File: config.mk
export PLATFORM = sky130hd
export DESIGN_NAME = seven_segment_frame_builder_core
export DESIGN_NICKNAME = d
export VERILOG_FILES = /design/src/ssfb_pkg.sv /design/src/ssfb_ctrl.sv /design/src/ssfb_datapath.sv /design/src/seven_segment_frame_builder_core.sv
export SDC_FILE = /design/constraint.sdc
export NUM_CORES = 1
export LEC_CHECK = 0
export BUFFER_PORTS_ARGS = -buffer_cell sky130_fd_sc_hd__buf_2
export CAP_MARGIN = 15
export CORE_MARGIN = 1.5
export CORE_UTILIZATION = 40
export CTS_BUF_LIST = sky130_fd_sc_hd__clkbuf_4 sky130_fd_sc_hd__clkbuf_8 sky130_fd_sc_hd__clkbuf_16
export DETAILED_ROUTE_END_ITERATION = 7
export PLACE_DENSITY = 0.68
export SLEW_MARGIN = 10
export SYNTH_ARGS = -nofsm -noshare
export SYNTH_HDL_FRONTEND = slang
export SYNTH_SLANG_ARGS = --single-unit
File: constraint.sdc
create_clock -name clk -period 4.8 [get_ports clk]
set_input_delay 1.44 -clock clk [delete_from_list [all_inputs] [get_ports clk]]
set_output_delay 1.44 -clock clk [all_outputs]
set_load 0.02 [all_outputs]
File: src/ssfb_pkg.sv
// ----------------------------------------------------------------------------
// ssfb_pkg
// Shared types, constants and the hex segment table for the frame builder.
// ----------------------------------------------------------------------------
package ssfb_pkg;

    localparam int IMAGE_BYTES = 16;
    localparam int DIGITS      = 8;
    localparam int IMG_AW      = $clog2(IMAGE_BYTES);
    localparam int FLUSH_LEN   = IMAGE_BYTES + 2;
    localparam int CNT_W       = $clog2(FLUSH_LEN);

    localparam int IN_DATA_W   = 104;
    localparam int IN_USER_W   = 2;
    localparam int OUT_DATA_W  = 8;
    localparam int OUT_USER_W  = 4;
    localparam int CFG_IDX_W   = 3;
    localparam int CFG_DATA_W  = 8;

    localparam logic [7:0] RST_DATA_WRITE  = 8'h40;
    localparam logic [7:0] RST_ADDR_BASE   = 8'hC0;
    localparam logic [7:0] RST_DISPLAY_ON  = 8'h88;
    localparam logic [7:0] RST_DISPLAY_OFF = 8'h80;
    localparam logic [7:0] RST_NO_DOT      = 8'hFF;
    localparam logic [3:0] RST_BRIGHTNESS  = 4'd7;
    localparam logic [3:0] MAX_LEVEL       = 4'd8;

    typedef enum logic [1:0] {
        KIND_DIGITS = 2'd0,
        KIND_LED    = 2'd1,
        KIND_BRIGHT = 2'd2,
        KIND_CLEAR  = 2'd3
    } item_kind_t;

    typedef enum logic [CFG_IDX_W-1:0] {
        CFG_DATA_WRITE  = 3'd0,
        CFG_ADDR_BASE   = 3'd1,
        CFG_DISPLAY_ON  = 3'd2,
        CFG_DISPLAY_OFF = 3'd3,
        CFG_NO_DOT      = 3'd4
    } cfg_index_t;

    typedef enum logic [1:0] {
        STAT_OK        = 2'd0,
        STAT_BAD_PARAM = 2'd1,
        STAT_BAD_VALUE = 2'd2
    } status_t;

    typedef enum logic [1:0] {
        MODE_FLUSH,
        MODE_OFF,
        MODE_ON,
        MODE_STATUS
    } resp_mode_t;

    typedef enum logic [1:0] {
        S_IDLE,
        S_DECODE,
        S_EMIT
    } fsm_state_t;

    typedef struct packed {
        logic capture;   // latch the input item
        logic apply;     // validate, update image, pick response
        logic emit;      // load the next result into the output register
    } ctrl_cmd_t;

    typedef struct packed {
        logic out_free;  // output register can take a result this cycle
        logic item_last; // result about to be loaded ends the item
    } dp_status_t;

    function automatic logic [7:0] seg_pattern(input logic [3:0] nib);
        logic [7:0] pat;
        unique case (nib)
            4'h0: pat = 8'h3F;
            4'h1: pat = 8'h06;
            4'h2: pat = 8'h5B;
            4'h3: pat = 8'h4F;
            4'h4: pat = 8'h66;
            4'h5: pat = 8'h6D;
            4'h6: pat = 8'h7D;
            4'h7: pat = 8'h07;
            4'h8: pat = 8'h7F;
            4'h9: pat = 8'h6F;
            4'hA: pat = 8'h77;
            4'hB: pat = 8'h7C;
            4'hC: pat = 8'h39;
            4'hD: pat = 8'h5E;
            4'hE: pat = 8'h79;
            4'hF: pat = 8'h71;
            default: pat = 8'h00;
        endcase
        return pat;
    endfunction

endpackage

File: src/ssfb_ctrl.sv
// ----------------------------------------------------------------------------
// ssfb_ctrl
// Sequencer: accept one item, decode it, then stream its results.
// ----------------------------------------------------------------------------
module ssfb_ctrl
(
    input  logic               clk,
    input  logic               rst_n,
    input  logic               s_tvalid,
    output logic               s_tready,
    input  ssfb_pkg::dp_status_t sts,
    output ssfb_pkg::ctrl_cmd_t  cmd
);
    import ssfb_pkg::*;

    fsm_state_t state_reg;
    fsm_state_t state_next;

    always_ff @(posedge clk or negedge rst_n)
    begin
        if (!rst_n)
        begin
            state_reg <= S_IDLE;
        end
        else
        begin
            state_reg <= state_next;
        end
    end

    always_comb
    begin
        state_next = state_reg;
        unique case (state_reg)
            S_IDLE:
            begin
                if (s_tvalid)
                begin
                    state_next = S_DECODE;
                end
            end
            S_DECODE:
            begin
                state_next = S_EMIT;
            end
            S_EMIT:
            begin
                if (sts.out_free && sts.item_last)
                begin
                    state_next = S_IDLE;
                end
            end
            default:
            begin
                state_next = S_IDLE;
            end
        endcase
    end

    always_comb
    begin
        s_tready    = 1'b0;
        cmd.capture = 1'b0;
        cmd.apply   = 1'b0;
        cmd.emit    = 1'b0;
        unique case (state_reg)
            S_IDLE:
            begin
                s_tready    = 1'b1;
                cmd.capture = s_tvalid;
            end
            S_DECODE:
            begin
                cmd.apply = 1'b1;
            end
            S_EMIT:
            begin
                cmd.emit = sts.out_free;
            end
            default:
            begin
                s_tready = 1'b0;
            end
        endcase
    end

    a_accept_to_decode: assert property (@(posedge clk) disable iff (!rst_n)
        s_tvalid && s_tready |=> state_reg == S_DECODE)
        else $error("accepted item did not move to decode");

    a_decode_once: assert property (@(posedge clk) disable iff (!rst_n)
        state_reg == S_DECODE |=> state_reg == S_EMIT)
        else $error("decode did not lead to emit");

    a_last_returns_idle: assert property (@(posedge clk) disable iff (!rst_n)
        cmd.emit && sts.item_last |=> s_tready)
        else $error("not ready after last result of an item");

endmodule

File: src/ssfb_datapath.sv
// ----------------------------------------------------------------------------
// ssfb_datapath
// Config registers, display image, item decode and the result register.
// ----------------------------------------------------------------------------
module ssfb_datapath
(
    input  logic                                clk,
    input  logic                                rst_n,
    input  logic [ssfb_pkg::IN_DATA_W-1:0]      s_tdata,
    input  logic [ssfb_pkg::IN_USER_W-1:0]      s_tuser,
    output logic                                m_tvalid,
    input  logic                                m_tready,
    output logic [ssfb_pkg::OUT_DATA_W-1:0]     m_tdata,
    output logic [ssfb_pkg::OUT_USER_W-1:0]     m_tuser,
    output logic                                m_tlast,
    input  logic                                cfg_we,
    input  logic [ssfb_pkg::CFG_IDX_W-1:0]      cfg_index,
    input  logic [ssfb_pkg::CFG_DATA_W-1:0]     cfg_data,
    input  ssfb_pkg::ctrl_cmd_t                 cmd,
    output ssfb_pkg::dp_status_t                sts
);
    import ssfb_pkg::*;

    // config registers
    logic [7:0] data_write_reg;
    logic [7:0] addr_base_reg;
    logic [7:0] display_on_reg;
    logic [7:0] display_off_reg;
    logic [7:0] no_dot_reg;

    // captured item
    item_kind_t          kind_reg;
    logic [8*DIGITS-1:0] digits_reg;
    logic [7:0]          count_reg;
    logic [7:0]          dot_reg;
    logic [7:0]          led_addr_reg;
    logic [7:0]          led_value_reg;
    logic [7:0]          level_reg;

    // block state
    logic [7:0]       image_reg [IMAGE_BYTES];
    logic [7:0]       image_next [IMAGE_BYTES];
    logic [3:0]       brightness_reg;
    logic [3:0]       brightness_next;
    logic             display_enabled_reg;
    logic             display_enabled_next;
    resp_mode_t       mode_reg;
    resp_mode_t       mode_next;
    status_t          status_reg;
    status_t          status_next;
    logic [CNT_W-1:0] cnt_reg;

    // result register
    logic                  m_tvalid_reg;
    logic [OUT_DATA_W-1:0] m_tdata_reg;
    logic [OUT_USER_W-1:0] m_tuser_reg;
    logic                  m_tlast_reg;

    // decode signals
    logic [7:0] pat [DIGITS];
    logic [7:0] digit_img [IMAGE_BYTES];
    logic       bad_param;
    logic       bad_digit;
    logic [3:0] level_clamped;

    // emit signals
    logic [CNT_W-1:0] img_off;
    logic [IMG_AW-1:0] img_idx;
    logic [3:0]       lvl_minus1;
    logic [2:0]       rev;
    logic [7:0]       res_byte;
    logic             res_valid;
    logic             res_fend;
    logic             res_last;

    always_ff @(posedge clk or negedge rst_n)
    begin
        if (!rst_n)
        begin
            data_write_reg  <= RST_DATA_WRITE;
            addr_base_reg   <= RST_ADDR_BASE;
            display_on_reg  <= RST_DISPLAY_ON;
            display_off_reg <= RST_DISPLAY_OFF;
            no_dot_reg      <= RST_NO_DOT;
        end
        else if (cfg_we)
        begin
            unique case (cfg_index)
                CFG_DATA_WRITE:  data_write_reg  <= cfg_data;
                CFG_ADDR_BASE:   addr_base_reg   <= cfg_data;
                CFG_DISPLAY_ON:  display_on_reg  <= cfg_data;
                CFG_DISPLAY_OFF: display_off_reg <= cfg_data;
                CFG_NO_DOT:      no_dot_reg      <= cfg_data;
                default:         no_dot_reg      <= no_dot_reg;
            endcase
        end
    end

    always_ff @(posedge clk)
    begin
        if (cmd.capture)
        begin
            kind_reg      <= item_kind_t'(s_tuser);
            digits_reg    <= s_tdata[63:0];
            count_reg     <= s_tdata[71:64];
            dot_reg       <= s_tdata[79:72];
            led_addr_reg  <= s_tdata[87:80];
            led_value_reg <= s_tdata[95:88];
            level_reg     <= s_tdata[103:96];
        end
    end

    // segment patterns per digit, dot in bit 7
    always_comb
    begin
        for (int d = 0; d < DIGITS; d++)
        begin
            pat[d] = seg_pattern(digits_reg[8*d +: 4]);
            if (dot_reg == 8'(d) && dot_reg != no_dot_reg)
            begin
                pat[d][7] = 1'b1;
            end
        end
    end

    // transpose: address 2*s, bit (7-d) = segment s of digit d
    always_comb
    begin
        for (int a = 0; a < IMAGE_BYTES; a++)
        begin
            digit_img[a] = '0;
        end
        for (int d = 0; d < DIGITS; d++)
        begin
            for (int s = 0; s < 8; s++)
            begin
                digit_img[2*s][7-d] = pat[d][s];
            end
        end
    end

    always_comb
    begin
        bad_digit = 1'b0;
        for (int d = 0; d < DIGITS; d++)
        begin
            bad_digit = bad_digit | (|digits_reg[8*d+4 +: 4]);
        end
    end

    assign bad_param = (count_reg != 8'(DIGITS)) ||
                       ((dot_reg > 8'd7) && (dot_reg != no_dot_reg));
    assign level_clamped = (level_reg > 8'(MAX_LEVEL)) ? MAX_LEVEL : level_reg[3:0];

    always_comb
    begin
        image_next           = image_reg;
        brightness_next      = brightness_reg;
        display_enabled_next = display_enabled_reg;
        mode_next            = mode_reg;
        status_next          = status_reg;
        if (cmd.apply)
        begin
            mode_next   = MODE_FLUSH;
            status_next = STAT_OK;
            unique case (kind_reg)
                KIND_DIGITS:
                begin
                    if (bad_param)
                    begin
                        mode_next   = MODE_STATUS;
                        status_next = STAT_BAD_PARAM;
                    end
                    else if (bad_digit)
                    begin
                        mode_next   = MODE_STATUS;
                        status_next = STAT_BAD_VALUE;
                    end
                    else
                    begin
                        image_next = digit_img;
                    end
                end
                KIND_LED:
                begin
                    if (led_addr_reg > 8'(IMAGE_BYTES - 1))
                    begin
                        mode_next   = MODE_STATUS;
                        status_next = STAT_BAD_VALUE;
                    end
                    else
                    begin
                        image_next[led_addr_reg[IMG_AW-1:0]] = led_value_reg;
                    end
                end
                KIND_BRIGHT:
                begin
                    brightness_next      = level_clamped;
                    display_enabled_next = (level_clamped != 4'd0);
                    mode_next            = (level_clamped == 4'd0) ? MODE_OFF : MODE_ON;
                end
                KIND_CLEAR:
                begin
                    for (int a = 0; a < IMAGE_BYTES; a++)
                    begin
                        image_next[a] = '0;
                    end
                end
                default:
                begin
                    mode_next = MODE_FLUSH;
                end
            endcase
        end
    end

    always_ff @(posedge clk or negedge rst_n)
    begin
        if (!rst_n)
        begin
            for (int a = 0; a < IMAGE_BYTES; a++)
            begin
                image_reg[a] <= '0;
            end
            brightness_reg      <= RST_BRIGHTNESS;
            display_enabled_reg <= 1'b0;
            mode_reg            <= MODE_STATUS;
            status_reg          <= STAT_OK;
            cnt_reg             <= '0;
        end
        else
        begin
            image_reg           <= image_next;
            brightness_reg      <= brightness_next;
            display_enabled_reg <= display_enabled_next;
            mode_reg            <= mode_next;
            status_reg          <= status_next;
            if (cmd.apply)
            begin
                cnt_reg <= '0;
            end
            else if (cmd.emit)
            begin
                cnt_reg <= cnt_reg + CNT_W'(1);
            end
        end
    end

    // result selection
    assign img_off    = cnt_reg - CNT_W'(2);
    assign img_idx    = img_off[IMG_AW-1:0];
    assign lvl_minus1 = brightness_reg - 4'd1;
    assign rev        = {lvl_minus1[0], lvl_minus1[1], lvl_minus1[2]};

    always_comb
    begin
        res_byte  = '0;
        res_valid = 1'b1;
        res_fend  = 1'b1;
        res_last  = 1'b0;
        unique case (mode_reg)
            MODE_FLUSH:
            begin
                res_last = (cnt_reg == CNT_W'(FLUSH_LEN - 1));
                if (cnt_reg == CNT_W'(0))
                begin
                    res_byte = data_write_reg;
                end
                else if (cnt_reg == CNT_W'(1))
                begin
                    res_byte = addr_base_reg;
                    res_fend = 1'b0;
                end
                else
                begin
                    res_byte = image_reg[img_idx];
                    res_fend = res_last;
                end
            end
            MODE_OFF:
            begin
                res_byte = display_off_reg;
                res_last = 1'b1;
            end
            MODE_ON:
            begin
                res_last = (cnt_reg == CNT_W'(1));
                res_byte = res_last ? (display_on_reg | {rev, 5'b0}) : display_on_reg;
            end
            MODE_STATUS:
            begin
                res_valid = 1'b0;
                res_fend  = 1'b0;
                res_last  = 1'b1;
            end
            default:
            begin
                res_last = 1'b1;
            end
        endcase
    end

    assign sts.out_free  = !m_tvalid_reg || m_tready;
    assign sts.item_last = res_last;

    always_ff @(posedge clk or negedge rst_n)
    begin
        if (!rst_n)
        begin
            m_tvalid_reg <= 1'b0;
        end
        else if (cmd.emit)
        begin
            m_tvalid_reg <= 1'b1;
        end
        else if (m_tready)
        begin
            m_tvalid_reg <= 1'b0;
        end
    end

    always_ff @(posedge clk)
    begin
        if (cmd.emit)
        begin
            m_tdata_reg <= res_byte;
            m_tuser_reg <= {status_reg, res_fend, res_valid};
            m_tlast_reg <= res_last;
        end
    end

    assign m_tvalid = m_tvalid_reg;
    assign m_tdata  = m_tdata_reg;
    assign m_tuser  = m_tuser_reg;
    assign m_tlast  = m_tlast_reg;

    a_emit_needs_slot: assert property (@(posedge clk) disable iff (!rst_n)
        cmd.emit |-> (!m_tvalid_reg || m_tready))
        else $error("result loaded over an untaken result");

    a_emit_shows: assert property (@(posedge clk) disable iff (!rst_n)
        cmd.emit |=> m_tvalid_reg)
        else $error("loaded result not presented");

    a_on_enabled: assert property (@(posedge clk) disable iff (!rst_n)
        cmd.emit && mode_reg == MODE_ON |-> display_enabled_reg)
        else $error("display-on sent while display disabled");

    a_status_single: assert property (@(posedge clk) disable iff (!rst_n)
        cmd.emit && mode_reg == MODE_STATUS |-> res_last && cnt_reg == CNT_W'(0))
        else $error("status-only item gave more than one result");

endmodule

File: src/seven_segment_frame_builder_core.sv
// ----------------------------------------------------------------------------
// seven_segment_frame_builder_core
// LED driver frame builder: keeps a 16-byte display image and turns host
// items into command and data bytes for a seven-segment driver chip.
// ----------------------------------------------------------------------------
// Input stream (s_*): one item per handshake; kind in s_tuser, parameters in
// s_tdata. Output stream (m_*): one bus byte per beat, m_tlast marks the last
// result of an input item, m_tuser carries byte-valid, frame-end and status.
// Configuration: cfg_we writes cfg_data to register cfg_index (0..4) at once;
// write only while the block is idle.
// Flow: an accepted item is captured, then decoded in the DECODE state, then
// its results leave at one per cycle while the receiver keeps up, through a
// single output register. An image update or clear gives 18 results; a
// brightness item gives one or two; an invalid item gives one status result.
// s_tready is high only while no item is in work, so the result count of the
// current item sets the accept rate.
// Reset: config registers take their default commands, the image is cleared,
// brightness goes to 7 and the display flag to off; no result is pending.
// Stall: when m_tready is low the pending result holds and the sequencer
// waits; nothing is dropped.
// ----------------------------------------------------------------------------
module seven_segment_frame_builder_core
(
    input  logic                                clk,
    input  logic                                rst_n,
    // s_tdata: digit_bytes[63:0], digit_count[71:64], dot_pos[79:72],
    //          led_address[87:80], led_value[95:88], level[103:96]
    input  logic                                s_tvalid,
    output logic                                s_tready,
    input  logic [ssfb_pkg::IN_DATA_W-1:0]      s_tdata,
    // s_tuser: kind[1:0]
    input  logic [ssfb_pkg::IN_USER_W-1:0]      s_tuser,
    output logic                                m_tvalid,
    input  logic                                m_tready,
    // m_tdata: bus_byte[7:0]
    output logic [ssfb_pkg::OUT_DATA_W-1:0]     m_tdata,
    // m_tuser: byte_valid[0], frame_end[1], status[3:2]
    output logic [ssfb_pkg::OUT_USER_W-1:0]     m_tuser,
    output logic                                m_tlast,
    input  logic                                cfg_we,
    input  logic [ssfb_pkg::CFG_IDX_W-1:0]      cfg_index,
    input  logic [ssfb_pkg::CFG_DATA_W-1:0]     cfg_data
);
    import ssfb_pkg::*;

    ctrl_cmd_t  cmd;
    dp_status_t sts;

    ssfb_ctrl u_ctrl
    (
        .clk      (clk),
        .rst_n    (rst_n),
        .s_tvalid (s_tvalid),
        .s_tready (s_tready),
        .sts      (sts),
        .cmd      (cmd)
    );

    ssfb_datapath u_datapath
    (
        .clk       (clk),
        .rst_n     (rst_n),
        .s_tdata   (s_tdata),
        .s_tuser   (s_tuser),
        .m_tvalid  (m_tvalid),
        .m_tready  (m_tready),
        .m_tdata   (m_tdata),
        .m_tuser   (m_tuser),
        .m_tlast   (m_tlast),
        .cfg_we    (cfg_we),
        .cfg_index (cfg_index),
        .cfg_data  (cfg_data),
        .cmd       (cmd),
        .sts       (sts)
    );

endmodule
# Word-level counts from Yosys, hierarchy flattened
# Memory sizes are Yosys's and may differ from the RTL's. A register that Yosys moved wholly into a read port is not among the register bits.
# Cells that the tools add are included.
# op_classes
bitwise	10
n_eq_ne	28
mux	56
n_lt_le_gt_ge	6
n_reduce_logical	41
addsub	3
# ops
op	count
128-bit two-way mux	3
128-bit case mux with 3 select lines	1
128-bit bitwise mux	1
8-bit two-way mux	6
4-bit two-way mux	9
8-bit binary-select mux with 4-bit select	1
8-bit demux with 4-bit select	1
8-bit by 3-bit equality test with 1-bit output, second input constant	4
4-bit OR reduction	8
8-bit case mux with 3 select lines	1
2-bit two-way mux	9
1-bit two-way mux	17
8-bit by 2-bit equality test with 1-bit output, second input constant	2
8-bit by 4-bit > comparator with 1-bit output, second input constant	2
2-bit AND reduction	7
2-bit case mux with 3 select lines	2
1-bit logical AND	11
2-bit equality test, second input constant	5
5-bit greater-or-equal comparator, second input constant	2
5-bit two-way mux	2
4-bit inverter with 5-bit output	2
8-bit by 1-bit equality test with 1-bit output, second input constant	1
8-bit by 3-bit > comparator with 1-bit output, second input constant	1
8-bit zero test	1
29 further kinds	45
# word_totals
regBits	302
mem_count	8
romBits	896
# mem_list
name	words	word_bits	read_ports	rd_ports_with_merged_regs	wr	line_no	source
(no name shown)	16	7	1	1	0	ssfb_pkg.sv:75	unique case (nib)
(no name shown)	16	7	1	1	0	ssfb_pkg.sv:75	
(no name shown)	16	7	1	1	0	ssfb_pkg.sv:75	
(no name shown)	16	7	1	1	0	ssfb_pkg.sv:75	
(no name shown)	16	7	1	1	0	ssfb_pkg.sv:75	
(no name shown)	16	7	1	1	0	ssfb_pkg.sv:75	
+2 memories	--	--	--	--	--	--	

# Longest topological paths before layout
# depth
word_depth	11
ltp_mapped	12
ltp_nobuf	8

# Hierarchy
# A second synthesis with hierarchy kept.
# unflattened
cells_unflattened	1445
area_unflattened_um2	16991.3
# by_module_without_submodules
module	area_per_inst_um2	cells_each	n_inst	seq_area_each_um2
ssfb_datapath	16895.0	1435	1	9247.6
ssfb_ctrl	96.3	10	1	50.0

# Least setup slack after synthesis
# OpenSTA, ideal clock, no wires.
# synth_timing
path_type	input to register
start	input port s_tvalid
end	register, netlist name u_datapath.digit_img[77]
required_time_ps	4742
setup_slack_ps	-280
setup_time_ps	58
path_stages	9
arrival_ps	5022
path_cell_list	and2_1 -> clkbuf_1 -> buf_2 -> buf_2 -> mux2i_1 -> inv_1 -> ha_1 -> mux4_2 -> inv_1
# synth_rtl
item	line_no	source
start, declared	seven_segment_frame_builder_core.sv:28	input logic s_tvalid,

# Final worst setup path
# layout_timing
start	register u_datapath.kind_reg[1]
end	register u_datapath.image_reg[39] (netlist name)
# layout_between
elab_chain_cells	3
# layout_lines
item	line_no	source
start, declared	ssfb_datapath.sv:32	item_kind_t kind_reg;
start signal, assigned	ssfb_datapath.sv:103	kind_reg <= item_kind_t'(s_tuser);
2-bit by 1-bit equality test with 1-bit output, or another cell as far along	ssfb_datapath.sv:166	unique case (kind_reg)
2-bit inequality test (no line) / 3-bit nonzero test (equally long branches)	--	
5-bit AND reduction (no line)	--	
end signal, assigned	ssfb_datapath.sv:233	image_reg <= image_next;
end, declared	ssfb_datapath.sv:41	logic [7:0] image_reg [IMAGE_BYTES];
# Several ways; a longest one is shown, not always the timed one.
# A chain may end at the register's enable or synchronous reset.

==> flow_metrics.tcl <==
set metrics [dict create \
    rows 73 \
    vias 10813 \
    vdd_ir_drop_max_mv 0.284 \
    timing_worst_slew_pin_value_ns 1.06 \
    yosys_register_bits 358 \
    crit-reg2reg-launch "u_datapath.kind_reg[1]$_DFFE_PP_" \
    floorplan.io_pins 137 \
    synth_enable_flop_cells 119 \
    regToRegSetupSlack_ns 1.22 \
    core-area_um2 39700 \
    hold_viol 0 \
    reg2reg_depth 6 \
    synth.avg_cell_area_um2 13.2 \
    largest_register_ffs 128 \
    clock-root-buffer "clkbuf_16" \
    final_util_pct 47.4 \
    holdBufCountCts 0 \
    die-height_um 204 \
    cts.repair.resized 0 \
    critical_path.top_delay_family "simple AND/OR/NAND/NOR gates" \
    cellPowerDensity_nw_per_um2 531 \
    grt_overflow 0 \
    cell_area_reported_after_detailed_placement_um2 17400 \
    worstPathArrival_ns 4.00 \
    grt_pass1_vias 10915 \
    worst-endpoint-required_ns 5.22 \
    crit_path_cell_trace "nand2b_1 -> o21ai_2 -> or4_1 -> o31ai_4 -> nand2_1 -> a22o_1" \
    timing.hold.ws_ns 0.455 \
    drv.max_cap_violation_count 0 \
    hold_path_end "u_datapath.m_tuser[2]$_DFFE_PP_" \
    worst_skew_pair.late_latency_ns 0.56 \
    detailed_place_hpwl_mm 26.7 \
    syn_area_um2 16100 \
    final.setup_skew_ns 0.0213 \
    worst_min_path_class "reg2reg" \
    timing.final.crit_period_ns 3.58 \
    total_power_w 0.0100 \
    dieArea_um2 41500 \
    antenna_cells_inserted 0 \
    max_freq_mhz 280 \
    worstPathBufferInverterCount 0 \
    track_usage_pct 19.5 \
    part_of_the_yosys_area_used_for_sequential_elements_pct 57.7 \
    wl_per_cell_um 20.9 \
    synth.lib_cells_used.distinct 57 \
    rsz0062_at_grt "false" \
    post_syn_nets 1407 \
    number_of_instances_on_the_worst_hold_path 0 \
    fp.dieW_um 204 \
    final_cell_mix "dfrtp_1, buf_2, edfxtp_1" \
    post-route-cell-area_um2 18800 \
    routed_wl_mm 40.1 \
    critPathMaxStageDelay_ns 0.68 \
    viasPerCell 5.63 \
    worst_r2r_endpoint "u_datapath.image_reg[39]$_DFFE_PN0P_" \
    crit_cells 6 \
    startpoint_type "register" \
    cpMaxStageDelayCell "o31ai_4" \
    synth_flop_cell "dfrtp_1" \
    timing_max_transition_violations_final 0 \
    fillerInstances 3518 \
    synth_async_sr_flop_share_pct 51.1 \
    outcome "complete, no violations" \
    post-route-period-util_pct 74.5 \
    timing.max_slew.rel_slack_pct 28.7 \
    setup-violations-final 0 \
    cts.path.max_buffers 3 \
    layout_cells_sized_above_1_pct 25.9 \
    post-cts-setup-buffers 0 \
    cts.clk_slew.worst_paths_ns 0.06 \
    tritoncts "done" \
    multi_input_comb_area_um2 6450 \
    yosys_warnings 0 \
    antenna_violations_before_repair 0 \
    register_area_um2 9300 \
    worstSetupEndpointType "register" \
    critPathLaunch "u_datapath.kind_reg[1]$_DFFE_PP_" \
    grt_first_pass_wirelength_mm 62.5 \
    hold_start "u_datapath.status_reg[0]$_DFFE_PN0P_" \
    start_util_pct 40.6 \
    drt_drc_violations_left 0 \
    synthCells 1223 \
    drt_pass1_iterations 6 \
    routability_congestion_estimate_from_global_placement 0.829 \
    cts.sink_count 358 \
    cts-buffers-inserted 39 \
    final_common_cell "dfrtp_1" \
    setup-tns-final_ns 0 \
    critPathMaxFanout 16 \
    layout-area-overhead-vs-synth_pct 16.8 \
    fin_nets 1550 \
    antenna_violating_nets_post_route 0 \
    power_leakage_nw 7.78 \
    numPortBuffers 136 \
    drt_iter0_markers 872 \
    htree_levels 2 \
    critPathKind "reg2reg" \
    pin_count_of_the_biggest_net_entering_global_routing 86 \
]
[where the power goes]
part	internal, W	switching, W	leakage [nW]
Clock	0.00200	0.00122	0.709
Combinational	0.00104	0.00146	3.06
Sequential	0.00390	0.000384	4.01
[layout make-up]
class | instances | share of cell area, %
repair buffers | 158 | 4.60
multi-input cells | 771 | 34.3
flip-flops and latches | 358 | 49.4
well taps | 525 | 3.49
clock inverters | 9 | 0.658
inverters | 38 | 0.758
clock buffers | 62 | 6.80
[kinds of logic after synthesis]
family | Yosys count | synth area share [%]
AO/OA/AOI/OAI | 285 | 13.8
XOR/XNOR | 21 | 1.14
adder cells (fa/ha/maj) | 62 | 4.81
buffers and inverters | 94 | 2.35
flip-flops | 358 | 57.7
multiplexers | 137 | 12.4
AND/OR/NAND/NOR | 266 | 7.75
[worst max path at each step]
| stage | end |
|---|---|
| after global placement | u_datapath.digit_img[73]$_DFF_P_ |
| after detailed placement | u_datapath.digit_img[74]$_DFF_P_ |
| after floorplan | u_datapath.digit_img[77]$_DFF_P_ |
| after global routing | u_datapath.image_reg[39]$_DFFE_PN0P_ |
| final | u_datapath.image_reg[39]$_DFFE_PN0P_ |
| after CTS | u_datapath.image_reg[119]$_DFFE_PN0P_ |
[layer usage]
metal	vias to the layer above	track usage (%)	part of all wire [%]
met4	2	7.72	3.5
met2	362	30.9	47
li1	4958	-	-
met5	-	1.07	0.15
met3	87	3.98	6.2
met1	5404	26.2	43
[Yosys cell counts, types with 10 or more instances]
| cell type | count | area, µm² |
|---|---|---|
| mux2i_1 | 41 | 410 |
| mux4_2 | 45 | 1010 |
| o22a_1 | 16 | 140 |
| buf_2 | 12 | 60.1 |
| a31oi_1 | 10 | 62.6 |
| dfstp_2 | 19 | 499 |
| mux2_2 | 51 | 574 |
| a221o_1 | 55 | 551 |
| inv_1 | 38 | 143 |
| dfxtp_1 | 56 | 1120 |
| ha_1 | 62 | 776 |
| a22o_1 | 70 | 613 |
| nor3_1 | 34 | 170 |
| dfrtp_1 | 164 | 4100 |
| xnor2_1 | 10 | 87.6 |
| nand2_1 | 64 | 240 |
| nor4_1 | 13 | 81.3 |
| a21oi_1 | 36 | 180 |
| a22oi_1 | 11 | 82.6 |
| edfxtp_1 | 119 | 3570 |
| xor2_1 | 11 | 96.3 |
| nor2_1 | 98 | 368 |
| nand2b_1 | 12 | 75.1 |
| o21ai_0 | 40 | 200 |
| buf_1 | 14 | 52.6 |
| clkbuf_1 | 28 | 105 |
[metrics by stage]
| stage | setup slack [ns] | instances |
|---|---|---|
| 5_1_grt | 1.10 | 1921 |
| 6_report | 1.22 | 1921 |
| 2_1_floorplan | 0.331 | 1223 |
| 3_3_place_gp | 0.957 | 1850 |
| 4_1_cts | 1.32 | 1921 |
| 3_5_place_dp | 0.867 | 1850 |
(Power assumes the default switching activity.)
